## src/hdl/cpbu_pkg.sv

```systemverilog
// cpbu_pkg: shared types, codes, reset values and format helpers for the
// clipped pixel blend unit. No dependencies.
`timescale 1ns / 1ps

package cpbu_pkg;

    localparam int COORD_BITS_DEF  = 16;
    localparam int OFFSET_BITS_DEF = 28;
    localparam int OFFSET_W        = 28;
    localparam int QUEUE_DEPTH     = 4;
    localparam int CFG_INDEX_W     = 3;
    localparam int CFG_DATA_W      = 16;

    localparam logic [12:0] FRAME_WIDTH_RST  = 13'd640;
    localparam logic [12:0] FRAME_HEIGHT_RST = 13'd480;
    localparam logic [15:0] ROW_PITCH_RST    = 16'd2560;
    localparam logic [15:0] CLIP_LEFT_RST    = 16'd0;
    localparam logic [15:0] CLIP_TOP_RST     = 16'd0;
    localparam logic [15:0] CLIP_WIDTH_RST   = 16'd640;
    localparam logic [15:0] CLIP_HEIGHT_RST  = 16'd480;

    typedef enum logic [1:0] {
        FUNC_SET   = 2'd0,
        FUNC_GET   = 2'd1,
        FUNC_BLEND = 2'd2,
        FUNC_NOP   = 2'd3
    } func_t;

    typedef enum logic [1:0] {
        FMT_32   = 2'd0,
        FMT_24   = 2'd1,
        FMT_16   = 2'd2,
        FMT_NONE = 2'd3
    } fmt_t;

    typedef enum logic [1:0] {
        OP_NONE  = 2'd0,
        OP_SET   = 2'd1,
        OP_GET   = 2'd2,
        OP_BLEND = 2'd3
    } op_t;

    typedef enum logic [2:0] {
        REG_FRAME_WIDTH  = 3'd0,
        REG_FRAME_HEIGHT = 3'd1,
        REG_ROW_PITCH    = 3'd2,
        REG_PIXEL_FORMAT = 3'd3,
        REG_CLIP_LEFT    = 3'd4,
        REG_CLIP_TOP     = 3'd5,
        REG_CLIP_WIDTH   = 3'd6,
        REG_CLIP_HEIGHT  = 3'd7
    } reg_idx_t;

    typedef struct packed {
        logic in_bounds;
        op_t  op;
        fmt_t fmt;
    } ctl_t;

    typedef struct packed {
        ctl_t        ctl;
        logic [7:0]  alpha;
        logic [15:0] pitch;
        logic [31:0] src;
        logic [31:0] dst;
    } work_t;

    typedef struct packed {
        logic                inside_res;
        logic                write_enable;
        logic [OFFSET_W-1:0] pixel_offset;
        logic [31:0]         write_data;
        logic [31:0]         read_color;
    } result_t;

    function automatic logic [31:0] pack_color(input logic [31:0] c, input fmt_t fmt);
        logic [31:0] r;
        case (fmt)
            FMT_32:  r = c;
            FMT_24:  r = {8'h00, c[23:0]};
            default: r = {16'h0000, c[23:19], c[15:10], c[7:3]};
        endcase
        return r;
    endfunction

    function automatic logic [31:0] unpack_color(input logic [31:0] raw, input fmt_t fmt);
        logic [31:0] r;
        case (fmt)
            FMT_32:  r = raw;
            FMT_24:  r = {8'h00, raw[23:0]};
            default: r = {8'h00, raw[15:11], 3'b000, raw[10:5], 2'b00, raw[4:0], 3'b000};
        endcase
        return r;
    endfunction

endpackage

```

## src/hdl/clipped_pixel_blend_unit.sv

```systemverilog
// clipped_pixel_blend_unit: top level of the framebuffer pixel access unit.
// Depends on cpbu_pkg, cpbu_queue, cpbu_front and cpbu_back.
`timescale 1ns / 1ps

// Takes one set, get or blend item per clock while full is low and returns one
// result item per clock while pop is high and empty is low. The front checks frame
// and clip bounds and classifies the item as it is pushed, a four-entry queue
// decouples it from the back, and the back does the offset multiply and channel mix
// in one registered stage, then the divide by 255 and format packing into a
// four-entry result queue. An accepted item reaches the result ports through the
// front queue, the multiply stage and the result queue; with pop held high the back
// takes one item per cycle. full rises only when the front queue holds four items.
module clipped_pixel_blend_unit #(
    parameter int COORD_BITS  = cpbu_pkg::COORD_BITS_DEF,
    parameter int OFFSET_BITS = cpbu_pkg::OFFSET_BITS_DEF
) (
    input  logic                             clk,
    input  logic                             rst_n,
    input  logic                             cfg_write,
    input  logic [cpbu_pkg::CFG_INDEX_W-1:0] cfg_index,
    input  logic [cpbu_pkg::CFG_DATA_W-1:0]  cfg_data,
    input  logic                             push,
    output logic                             full,
    input  logic [1:0]                       func,
    input  logic [COORD_BITS-1:0]            pos_x,
    input  logic [COORD_BITS-1:0]            pos_y,
    input  logic [31:0]                      src_color,
    input  logic [7:0]                       alpha,
    input  logic [31:0]                      dst_raw,
    output logic                             empty,
    input  logic                             pop,
    output logic                             inside_res,
    output logic                             write_enable,
    output logic [cpbu_pkg::OFFSET_W-1:0]    pixel_offset,
    output logic [31:0]                      write_data,
    output logic [31:0]                      read_color
);

    localparam int ROW_W   = COORD_BITS - 1;
    localparam int COL_W   = COORD_BITS + 1;
    localparam int WORK_W  = $bits(cpbu_pkg::work_t);
    localparam int MID_W   = WORK_W + ROW_W + COL_W;
    localparam int DEPTH   = cpbu_pkg::QUEUE_DEPTH;
    localparam int CNT_W   = $clog2(DEPTH + 1);

    cpbu_pkg::work_t     front_work;
    logic [ROW_W-1:0]    front_row;
    logic [COL_W-1:0]    front_col;
    logic [MID_W-1:0]    mid_out;
    logic [CNT_W-1:0]    mid_count;
    logic                mid_take;
    cpbu_pkg::work_t     back_work;
    logic [ROW_W-1:0]    back_row;
    logic [COL_W-1:0]    back_col;
    cpbu_pkg::result_t   result;

    cpbu_front #(
        .COORD_BITS (COORD_BITS)
    ) u_front (
        .clk       (clk),
        .rst_n     (rst_n),
        .cfg_write (cfg_write),
        .cfg_index (cfg_index),
        .cfg_data  (cfg_data),
        .func      (func),
        .pos_x     (pos_x),
        .pos_y     (pos_y),
        .src_color (src_color),
        .alpha     (alpha),
        .dst_raw   (dst_raw),
        .work      (front_work),
        .row       (front_row),
        .col_term  (front_col)
    );

    assign full = (mid_count == CNT_W'(DEPTH));

    cpbu_queue #(
        .WIDTH (MID_W),
        .DEPTH (DEPTH)
    ) u_mid_queue (
        .clk       (clk),
        .rst_n     (rst_n),
        .push      (push && !full),
        .push_data ({front_work, front_row, front_col}),
        .pop       (mid_take),
        .pop_data  (mid_out),
        .count     (mid_count)
    );

    assign back_work = cpbu_pkg::work_t'(mid_out[MID_W-1 -: WORK_W]);
    assign back_row  = mid_out[COL_W +: ROW_W];
    assign back_col  = mid_out[COL_W-1:0];

    cpbu_back #(
        .COORD_BITS  (COORD_BITS),
        .OFFSET_BITS (OFFSET_BITS),
        .OUT_DEPTH   (DEPTH)
    ) u_back (
        .clk        (clk),
        .rst_n      (rst_n),
        .in_avail   (mid_count != '0),
        .in_work    (back_work),
        .in_row     (back_row),
        .in_col     (back_col),
        .in_take    (mid_take),
        .out_pop    (pop),
        .out_result (result),
        .out_empty  (empty)
    );

    assign inside_res   = result.inside_res;
    assign write_enable = result.write_enable;
    assign pixel_offset = result.pixel_offset;
    assign write_data   = result.write_data;
    assign read_color   = result.read_color;

endmodule

```

## src/hdl/cpbu_queue.sv

```systemverilog
// cpbu_queue: small register queue with occupancy count.
// Depends on nothing; used between front and back and at the result side.
`timescale 1ns / 1ps

module cpbu_queue #(
    parameter int WIDTH = 8,
    parameter int DEPTH = 4
) (
    input  logic                       clk,
    input  logic                       rst_n,
    input  logic                       push,
    input  logic [WIDTH-1:0]           push_data,
    input  logic                       pop,
    output logic [WIDTH-1:0]           pop_data,
    output logic [$clog2(DEPTH+1)-1:0] count
);

    localparam int PTR_W = (DEPTH > 1) ? $clog2(DEPTH) : 1;
    localparam int CNT_W = $clog2(DEPTH + 1);

    logic [WIDTH-1:0] mem [DEPTH];
    logic [PTR_W-1:0] wr_ptr_reg;
    logic [PTR_W-1:0] wr_ptr_next;
    logic [PTR_W-1:0] rd_ptr_reg;
    logic [PTR_W-1:0] rd_ptr_next;
    logic [CNT_W-1:0] count_reg;
    logic [CNT_W-1:0] count_next;

    always_comb
    begin
        wr_ptr_next = wr_ptr_reg;
        rd_ptr_next = rd_ptr_reg;
        count_next  = count_reg;
        if (push)
        begin
            wr_ptr_next = (wr_ptr_reg == PTR_W'(DEPTH - 1)) ? '0 : wr_ptr_reg + 1'b1;
        end
        if (pop)
        begin
            rd_ptr_next = (rd_ptr_reg == PTR_W'(DEPTH - 1)) ? '0 : rd_ptr_reg + 1'b1;
        end
        if (push && !pop)
        begin
            count_next = count_reg + 1'b1;
        end
        else if (pop && !push)
        begin
            count_next = count_reg - 1'b1;
        end
    end

    always_ff @(posedge clk or negedge rst_n)
    begin
        if (!rst_n)
        begin
            wr_ptr_reg <= '0;
            rd_ptr_reg <= '0;
            count_reg  <= '0;
        end
        else
        begin
            wr_ptr_reg <= wr_ptr_next;
            rd_ptr_reg <= rd_ptr_next;
            count_reg  <= count_next;
        end
    end

    always_ff @(posedge clk)
    begin
        if (push)
        begin
            mem[wr_ptr_reg] <= push_data;
        end
    end

    assign pop_data = mem[rd_ptr_reg];
    assign count    = count_reg;

endmodule

```

## src/hdl/cpbu_front.sv

```systemverilog
// cpbu_front: configuration registers, bounds and clip check, request classify,
// destination unpack and offset operand setup. Depends on cpbu_pkg.
`timescale 1ns / 1ps

module cpbu_front #(
    parameter int COORD_BITS = cpbu_pkg::COORD_BITS_DEF
) (
    input  logic                               clk,
    input  logic                               rst_n,
    input  logic                               cfg_write,
    input  logic [cpbu_pkg::CFG_INDEX_W-1:0]   cfg_index,
    input  logic [cpbu_pkg::CFG_DATA_W-1:0]    cfg_data,
    input  logic [1:0]                         func,
    input  logic [COORD_BITS-1:0]              pos_x,
    input  logic [COORD_BITS-1:0]              pos_y,
    input  logic [31:0]                        src_color,
    input  logic [7:0]                         alpha,
    input  logic [31:0]                        dst_raw,
    output cpbu_pkg::work_t                    work,
    output logic [COORD_BITS-2:0]              row,
    output logic [COORD_BITS:0]                col_term
);

    localparam int CMP_W = ((COORD_BITS > 17) ? COORD_BITS : 17) + 1;
    localparam int ROW_W = COORD_BITS - 1;
    localparam int COL_W = COORD_BITS + 1;

    logic [12:0]          frame_width_reg;
    logic [12:0]          frame_height_reg;
    logic [15:0]          row_pitch_reg;
    cpbu_pkg::fmt_t       pixel_format_reg;
    logic [15:0]          clip_left_reg;
    logic [15:0]          clip_top_reg;
    logic [15:0]          clip_width_reg;
    logic [15:0]          clip_height_reg;

    logic signed [CMP_W-1:0] xs;
    logic signed [CMP_W-1:0] ys;
    logic signed [CMP_W-1:0] fw;
    logic signed [CMP_W-1:0] fh;
    logic signed [CMP_W-1:0] cl;
    logic signed [CMP_W-1:0] ct;
    logic signed [CMP_W-1:0] cr;
    logic signed [CMP_W-1:0] cb;
    logic                    in_bounds;
    logic                    access;
    logic [COL_W-1:0]        col_x;
    cpbu_pkg::op_t           op;

    always_ff @(posedge clk or negedge rst_n)
    begin
        if (!rst_n)
        begin
            frame_width_reg  <= cpbu_pkg::FRAME_WIDTH_RST;
            frame_height_reg <= cpbu_pkg::FRAME_HEIGHT_RST;
            row_pitch_reg    <= cpbu_pkg::ROW_PITCH_RST;
            pixel_format_reg <= cpbu_pkg::FMT_32;
            clip_left_reg    <= cpbu_pkg::CLIP_LEFT_RST;
            clip_top_reg     <= cpbu_pkg::CLIP_TOP_RST;
            clip_width_reg   <= cpbu_pkg::CLIP_WIDTH_RST;
            clip_height_reg  <= cpbu_pkg::CLIP_HEIGHT_RST;
        end
        else if (cfg_write)
        begin
            case (cpbu_pkg::reg_idx_t'(cfg_index))
                cpbu_pkg::REG_FRAME_WIDTH:  frame_width_reg  <= cfg_data[12:0];
                cpbu_pkg::REG_FRAME_HEIGHT: frame_height_reg <= cfg_data[12:0];
                cpbu_pkg::REG_ROW_PITCH:    row_pitch_reg    <= cfg_data;
                cpbu_pkg::REG_PIXEL_FORMAT: pixel_format_reg <= cpbu_pkg::fmt_t'(cfg_data[1:0]);
                cpbu_pkg::REG_CLIP_LEFT:    clip_left_reg    <= cfg_data;
                cpbu_pkg::REG_CLIP_TOP:     clip_top_reg     <= cfg_data;
                cpbu_pkg::REG_CLIP_WIDTH:   clip_width_reg   <= cfg_data;
                cpbu_pkg::REG_CLIP_HEIGHT:  clip_height_reg  <= cfg_data;
                default:                    frame_width_reg  <= frame_width_reg;
            endcase
        end
    end

    // bounds and clip check in a common signed width
    always_comb
    begin
        xs = {{(CMP_W - COORD_BITS){pos_x[COORD_BITS-1]}}, pos_x};
        ys = {{(CMP_W - COORD_BITS){pos_y[COORD_BITS-1]}}, pos_y};
        fw = {{(CMP_W - 13){1'b0}}, frame_width_reg};
        fh = {{(CMP_W - 13){1'b0}}, frame_height_reg};
        cl = {{(CMP_W - 16){clip_left_reg[15]}}, clip_left_reg};
        ct = {{(CMP_W - 16){clip_top_reg[15]}}, clip_top_reg};
        cr = cl + signed'({{(CMP_W - 16){1'b0}}, clip_width_reg});
        cb = ct + signed'({{(CMP_W - 16){1'b0}}, clip_height_reg});
        in_bounds = (xs >= 0) && (xs < fw) && (ys >= 0) && (ys < fh) &&
                    (xs >= cl) && (xs < cr) && (ys >= ct) && (ys < cb);
        access = in_bounds && (pixel_format_reg != cpbu_pkg::FMT_NONE);
    end

    always_comb
    begin
        op = cpbu_pkg::OP_NONE;
        if (access)
        begin
            case (cpbu_pkg::func_t'(func))
                cpbu_pkg::FUNC_SET:   op = cpbu_pkg::OP_SET;
                cpbu_pkg::FUNC_GET:   op = cpbu_pkg::OP_GET;
                cpbu_pkg::FUNC_BLEND:
                begin
                    if (alpha == 8'hFF)
                    begin
                        op = cpbu_pkg::OP_SET;
                    end
                    else if (alpha != 8'h00)
                    begin
                        op = cpbu_pkg::OP_BLEND;
                    end
                end
                default:              op = cpbu_pkg::OP_NONE;
            endcase
        end
    end

    // offset operands, zero when there is no access so the offset comes out zero
    always_comb
    begin
        col_x          = {2'b00, pos_x[ROW_W-1:0]};
        row            = '0;
        col_term       = '0;
        work.pitch     = '0;
        work.ctl.in_bounds = in_bounds;
        work.ctl.op    = op;
        work.ctl.fmt   = pixel_format_reg;
        work.alpha     = alpha;
        work.src       = src_color;
        work.dst       = cpbu_pkg::unpack_color(dst_raw, pixel_format_reg);
        if (access)
        begin
            row = pos_y[ROW_W-1:0];
            case (pixel_format_reg)
                cpbu_pkg::FMT_32:
                begin
                    col_term   = col_x;
                    work.pitch = {2'b00, row_pitch_reg[15:2]};
                end
                cpbu_pkg::FMT_24:
                begin
                    col_term   = (col_x << 1) + col_x;
                    work.pitch = row_pitch_reg;
                end
                default:
                begin
                    col_term   = col_x;
                    work.pitch = {1'b0, row_pitch_reg[15:1]};
                end
            endcase
        end
    end

endmodule

```

## src/hdl/cpbu_back.sv

```systemverilog
// cpbu_back: multiply stage for offset and channel mix, then add, divide by 255,
// pack and result queue. Depends on cpbu_pkg and cpbu_queue.
`timescale 1ns / 1ps

module cpbu_back #(
    parameter int COORD_BITS  = cpbu_pkg::COORD_BITS_DEF,
    parameter int OFFSET_BITS = cpbu_pkg::OFFSET_BITS_DEF,
    parameter int OUT_DEPTH   = cpbu_pkg::QUEUE_DEPTH
) (
    input  logic                  clk,
    input  logic                  rst_n,
    input  logic                  in_avail,
    input  cpbu_pkg::work_t       in_work,
    input  logic [COORD_BITS-2:0] in_row,
    input  logic [COORD_BITS:0]   in_col,
    output logic                  in_take,
    input  logic                  out_pop,
    output cpbu_pkg::result_t     out_result,
    output logic                  out_empty
);

    localparam int ROW_W  = COORD_BITS - 1;
    localparam int COL_W  = COORD_BITS + 1;
    localparam int PROD_W = ROW_W + 16;
    localparam int BIG_W  = PROD_W + 32;
    localparam int CNT_W  = $clog2(OUT_DEPTH + 1);

    logic                s1_valid_reg;
    cpbu_pkg::ctl_t      s1_ctl_reg;
    logic [PROD_W-1:0]   s1_prod_reg;
    logic [COL_W-1:0]    s1_col_reg;
    logic [31:0]         s1_src_reg;
    logic [31:0]         s1_dst_reg;
    logic [15:0]         s1_mix_reg [3];

    logic [15:0]         mix_sum [3];
    logic [7:0]          inv_alpha;
    logic [CNT_W-1:0]    out_count;
    logic [BIG_W-1:0]    off_sum;
    logic [16:0]         div_tmp [3];
    logic [31:0]         mix_color;
    cpbu_pkg::result_t   res;

    // issue only when the result queue has room for everything in flight
    assign in_take = in_avail &&
                     (({1'b0, out_count} + (CNT_W + 1)'(s1_valid_reg)) <
                      (CNT_W + 1)'(OUT_DEPTH));

    assign inv_alpha = 8'hFF - in_work.alpha;

    always_comb
    begin
        for (int ch = 0; ch < 3; ch++)
        begin
            mix_sum[ch] = 16'(in_work.src[8*ch +: 8]) * 16'(in_work.alpha) +
                          16'(in_work.dst[8*ch +: 8]) * 16'(inv_alpha);
        end
    end

    always_ff @(posedge clk or negedge rst_n)
    begin
        if (!rst_n)
        begin
            s1_valid_reg <= 1'b0;
        end
        else
        begin
            s1_valid_reg <= in_take;
        end
    end

    always_ff @(posedge clk)
    begin
        if (in_take)
        begin
            s1_ctl_reg  <= in_work.ctl;
            s1_prod_reg <= PROD_W'(in_row) * PROD_W'(in_work.pitch);
            s1_col_reg  <= in_col;
            s1_src_reg  <= in_work.src;
            s1_dst_reg  <= in_work.dst;
            for (int ch = 0; ch < 3; ch++)
            begin
                s1_mix_reg[ch] <= mix_sum[ch];
            end
        end
    end

    // divide by 255 as (v + (v >> 8) + 1) >> 8, exact for v up to 255 * 255
    always_comb
    begin
        for (int ch = 0; ch < 3; ch++)
        begin
            div_tmp[ch] = 17'(s1_mix_reg[ch]) + 17'(s1_mix_reg[ch][15:8]) + 17'd1;
        end
        mix_color = {8'h00, div_tmp[2][15:8], div_tmp[1][15:8], div_tmp[0][15:8]};
    end

    always_comb
    begin
        off_sum = BIG_W'(s1_prod_reg) + BIG_W'(s1_col_reg);
        for (int i = 0; i < cpbu_pkg::OFFSET_W; i++)
        begin
            res.pixel_offset[i] = (i < OFFSET_BITS) ? off_sum[i] : 1'b0;
        end
        res.inside_res   = s1_ctl_reg.in_bounds;
        res.write_enable = 1'b0;
        res.write_data   = '0;
        res.read_color   = '0;
        case (s1_ctl_reg.op)
            cpbu_pkg::OP_SET:
            begin
                res.write_enable = 1'b1;
                res.write_data   = cpbu_pkg::pack_color(s1_src_reg, s1_ctl_reg.fmt);
            end
            cpbu_pkg::OP_BLEND:
            begin
                res.write_enable = 1'b1;
                res.write_data   = cpbu_pkg::pack_color(mix_color, s1_ctl_reg.fmt);
            end
            cpbu_pkg::OP_GET:
            begin
                res.read_color = s1_dst_reg;
            end
            default:
            begin
                res.write_enable = 1'b0;
            end
        endcase
    end

    cpbu_queue #(
        .WIDTH ($bits(cpbu_pkg::result_t)),
        .DEPTH (OUT_DEPTH)
    ) u_out_queue (
        .clk       (clk),
        .rst_n     (rst_n),
        .push      (s1_valid_reg),
        .push_data (res),
        .pop       (out_pop && !out_empty),
        .pop_data  (out_result),
        .count     (out_count)
    );

    assign out_empty = (out_count == '0);

endmodule
```

## config.mk

```make
export PLATFORM = sky130hd
export DESIGN_NAME = clipped_pixel_blend_unit
export DESIGN_NICKNAME = d
export VERILOG_FILES = /design/src/hdl/cpbu_pkg.sv /design/src/hdl/clipped_pixel_blend_unit.sv /design/src/hdl/cpbu_queue.sv /design/src/hdl/cpbu_front.sv /design/src/hdl/cpbu_back.sv
export SDC_FILE = /design/constraint.sdc
export NUM_CORES = 2
export LEC_CHECK = 0
export ABC_AREA = 1
export BUFFER_PORTS_ARGS = -buffer_cell sky130_fd_sc_hd__buf_2
export CORE_MARGIN = 2
export CORE_UTILIZATION = 24
export CTS_CLUSTER_DIAMETER = 120
export DETAILED_ROUTE_END_ITERATION = 12
export GPL_ROUTABILITY_DRIVEN = 0
export PLACE_DENSITY = 0.42
export SYNTH_ARGS = -nofsm -noshare
export SYNTH_HDL_FRONTEND = slang
export SYNTH_HIERARCHICAL = 1
export SYNTH_SLANG_ARGS = --single-unit
```

## constraint.sdc

```tcl
create_clock -name clk -period 8 [get_ports clk]
set_clock_uncertainty 0.05 [all_clocks]
set_input_delay 0.4 -clock clk [delete_from_list [all_inputs] [get_ports clk]]
set_output_delay 0.4 -clock clk [all_outputs]
set_load 0.02 [all_outputs]
```

==> results_dict.tcl <==
set metrics [dict create \
    path_max_fanout 41 \
    routed_wirelength_um 222900 \
    hold_start "dst_raw[28]" \
    cts-root-buf "clkbuf_16" \
    crit_type "reg2reg" \
    start_util_pct 24.15 \
    cts_made_buffers 151 \
    yosysSeqAreaShare_pct 44.97 \
    slew_headroom_pct 21.67 \
    ff2ff_path_depth 23 \
    synth-edff-count 1038 \
    drt_iter0_markers 2922 \
    rows 206 \
    io_pins 226 \
    r2r_end "u_back/s1_mix_reg[0][31]" \
    hold_class "in2reg" \
    clkLatencyLatePin_ns 0.82 \
    drc 0 \
    ctsResizeCount 0 \
    clock.fmax_mhz 144.8 \
    outcome "finished, final reports clean" \
    finalHoldViolations 0 \
    ys_types 57 \
    cp.required_ns 8.51 \
    async_flop_share_pct 10.59 \
    cts_tree "built" \
    place_ws_ns 0.9780 \
    grt_max_degree 191 \
    rsz0062_at_grt "no" \
    cts.sinks 1161 \
    core_um2 315500 \
    postSynthCellCount 7910 \
    final_common_cell "nand2_1" \
    endpoint_kind "flop" \
    die_x_um 567.5 \
    grt_usage_pct 13.79 \
    ant_nets 0 \
    ys_ff_latch 1161 \
    tightest_slew_ns 1.175 \
    largest_register_ffs 500 \
    htreeDepth 4 \
    grt_pass1_vias 53610 \
    vias 52470 \
    grt_overflow 0 \
    wl_per_cell_um 18.02 \
    viasPerCell 4.242 \
    fp.dieH_um 567.5 \
    finalSetupViolations 0 \
    clk_path_buf_depth 4 \
    holdPathEnd "u_mid_queue/mem[0][60]" \
    port_buffers 225 \
    rrSetupSlack_ns 1.09 \
    fin_nets 9165 \
    syn_area_um2 76200 \
    final_cell_mix "nand2_1, inv_1, edfxtp_1" \
    synthFlopType "edfxtp_1" \
    layout_worst_path_cycle_share_pct 86.34 \
    maxCapViolCount 0 \
    avgSynthCellArea_um2 9.633 \
    final_area_um2 86550 \
    drive_above_1_share_pct 8.630 \
    tns_ns 0 \
    crit_arrival_ns 7.42 \
    synth_warnings 6 \
    fillers 33480 \
    dieArea_um2 322000 \
    fin_crit_ns 6.907 \
    placed_area_um2 81110 \
    critPathLaunchType "flop" \
    dp_hpwl_um 164900 \
    areaGrowthSynthToFinish_pct 13.59 \
    whs_path_depth 3 \
    post_cts_buffers 0 \
    grt_pass1_wl_um 337400 \
    finalMaxSlewViolations 0 \
    antenna_found_initial 26 \
    clkTransAtPathRegs_ns 0.06 \
    first_pass_iters 5 \
    r2r_start "u_mid_queue/rd_ptr_reg[1]" \
    worst_slack_ns 1.093 \
]
[how the worst max path moves through the flow]
stage,start,cells after the start,endpoint,slack [ns]
2_1_floorplan,u_mid_queue/rd_ptr_reg[0],25,u_back/s1_mix_reg[0][27],1.91
3_3_place_gp,u_mid_queue/rd_ptr_reg[1],23,u_back/s1_mix_reg[0][31],0.91
3_5_place_dp,u_mid_queue/rd_ptr_reg[1],23,u_back/s1_mix_reg[0][31],0.98
4_1_cts,u_mid_queue/rd_ptr_reg[1],23,u_back/s1_mix_reg[0][31],1.02
5_1_grt,u_mid_queue/rd_ptr_reg[0],23,u_back/s1_prod_reg[21],0.65
6_report,u_mid_queue/rd_ptr_reg[1],23,u_back/s1_mix_reg[0][31],1.09
[final cells by class]
| cell class | instances | area [um^2] | area share [%] |
|---|---|---|---|
| Clock buffer | 183 | 3970 | 4.587 |
| Clock inverter | 71 | 619.3 | 0.7156 |
| Tap cell | 4160 | 5205 | 6.014 |
| Inverter | 1762 | 6679 | 7.716 |
| Timing Repair Buffer | 380 | 2590 | 2.992 |
| Multi-Input combinational cell | 4647 | 33200 | 38.36 |
| Antenna cell | 5 | 12.51 | 0.01446 |
| Sequential cell | 1161 | 34270 | 39.60 |
[per-layer routing]
metal | share of wire [%] | track usage [%]
met5 | 0.033 | 0
met4 | 2.3 | 3.471
met3 | 3.9 | 1.754
met2 | 48 | 23.47
met1 | 46 | 18.44
[cells in the mapped netlist, types with 57 or more instances]
cell type | instances | area share [%]
buf_4 | 57 | 0.56
clkbuf_1 | 129 | 0.64
xor2_1 | 84 | 0.97
nand2_1 | 1930 | 9.5
inv_2 | 63 | 0.31
o21ai_0 | 207 | 1.4
dfrtp_1 | 109 | 3.6
buf_6 | 73 | 1.1
buf_2 | 58 | 0.38
a21oi_1 | 205 | 1.3
edfxtp_1 | 1038 | 41
ha_1 | 460 | 7.6
nor2_1 | 364 | 1.8
inv_1 | 1655 | 8.2
nand3_1 | 199 | 1.3
o211ai_1 | 391 | 3.9
fa_1 | 472 | 12
[repair_timing]
action / in CTS / in global routing
hold endpoints to repair: 329 / 0
setup endpoints to repair: 0 / 0
hold buffers: 84 / 0
[worst max-delay path, stage by stage, from the launching register on]
cell and delay (ns):
dfrtp_4 0.53, buf_4 0.53, o211ai_1 0.20, nand2_2 0.40, buf_4 0.43, nor2_1 0.11, fa_1 0.50, inv_1 0.06
fa_1 0.50, fa_1 0.56, inv_1 0.06, fa_1 0.52, fa_1 0.55, inv_1 0.06, fa_1 0.53, inv_1 0.04
ha_1 0.35, nand2_1 0.09, nand2_1 0.07, o21bai_1 0.16, a21oi_1 0.19, nand2_1 0.08, nand2_1 0.06, nand2_1 0.05
[logic make-up after synthesis]
group | Yosys count | share of synthesized area [%]
xor+xnor | 121 | 1.391
compound gates | 941 | 8.212
fa+ha+maj | 932 | 19.95
buf+inv | 2105 | 11.50
other cells | 2 | 0.009856
flops | 1161 | 44.97
simple gates | 2648 | 13.97
[metrics by stage]
| stage | hold slack, ns | cells | util [%] |
|---|---|---|---|
| 3_5_place_dp | 0.4250 | 12030 | 25.71 |
| 4_1_cts | 0.005637 | 12360 | 27.43 |
| 2_1_floorplan | 0.05441 | 7913 | - |
| 6_report | 0.03798 | 12370 | 27.44 |
| 5_1_grt | 0.05554 | 12370 | 27.43 |
| 3_3_place_gp | 0.4172 | 12030 | 25.71 |
Power is left out: the tool's default activity adds up to more than one toggle a clock period on the data nets, which glitch-free logic cannot reach.
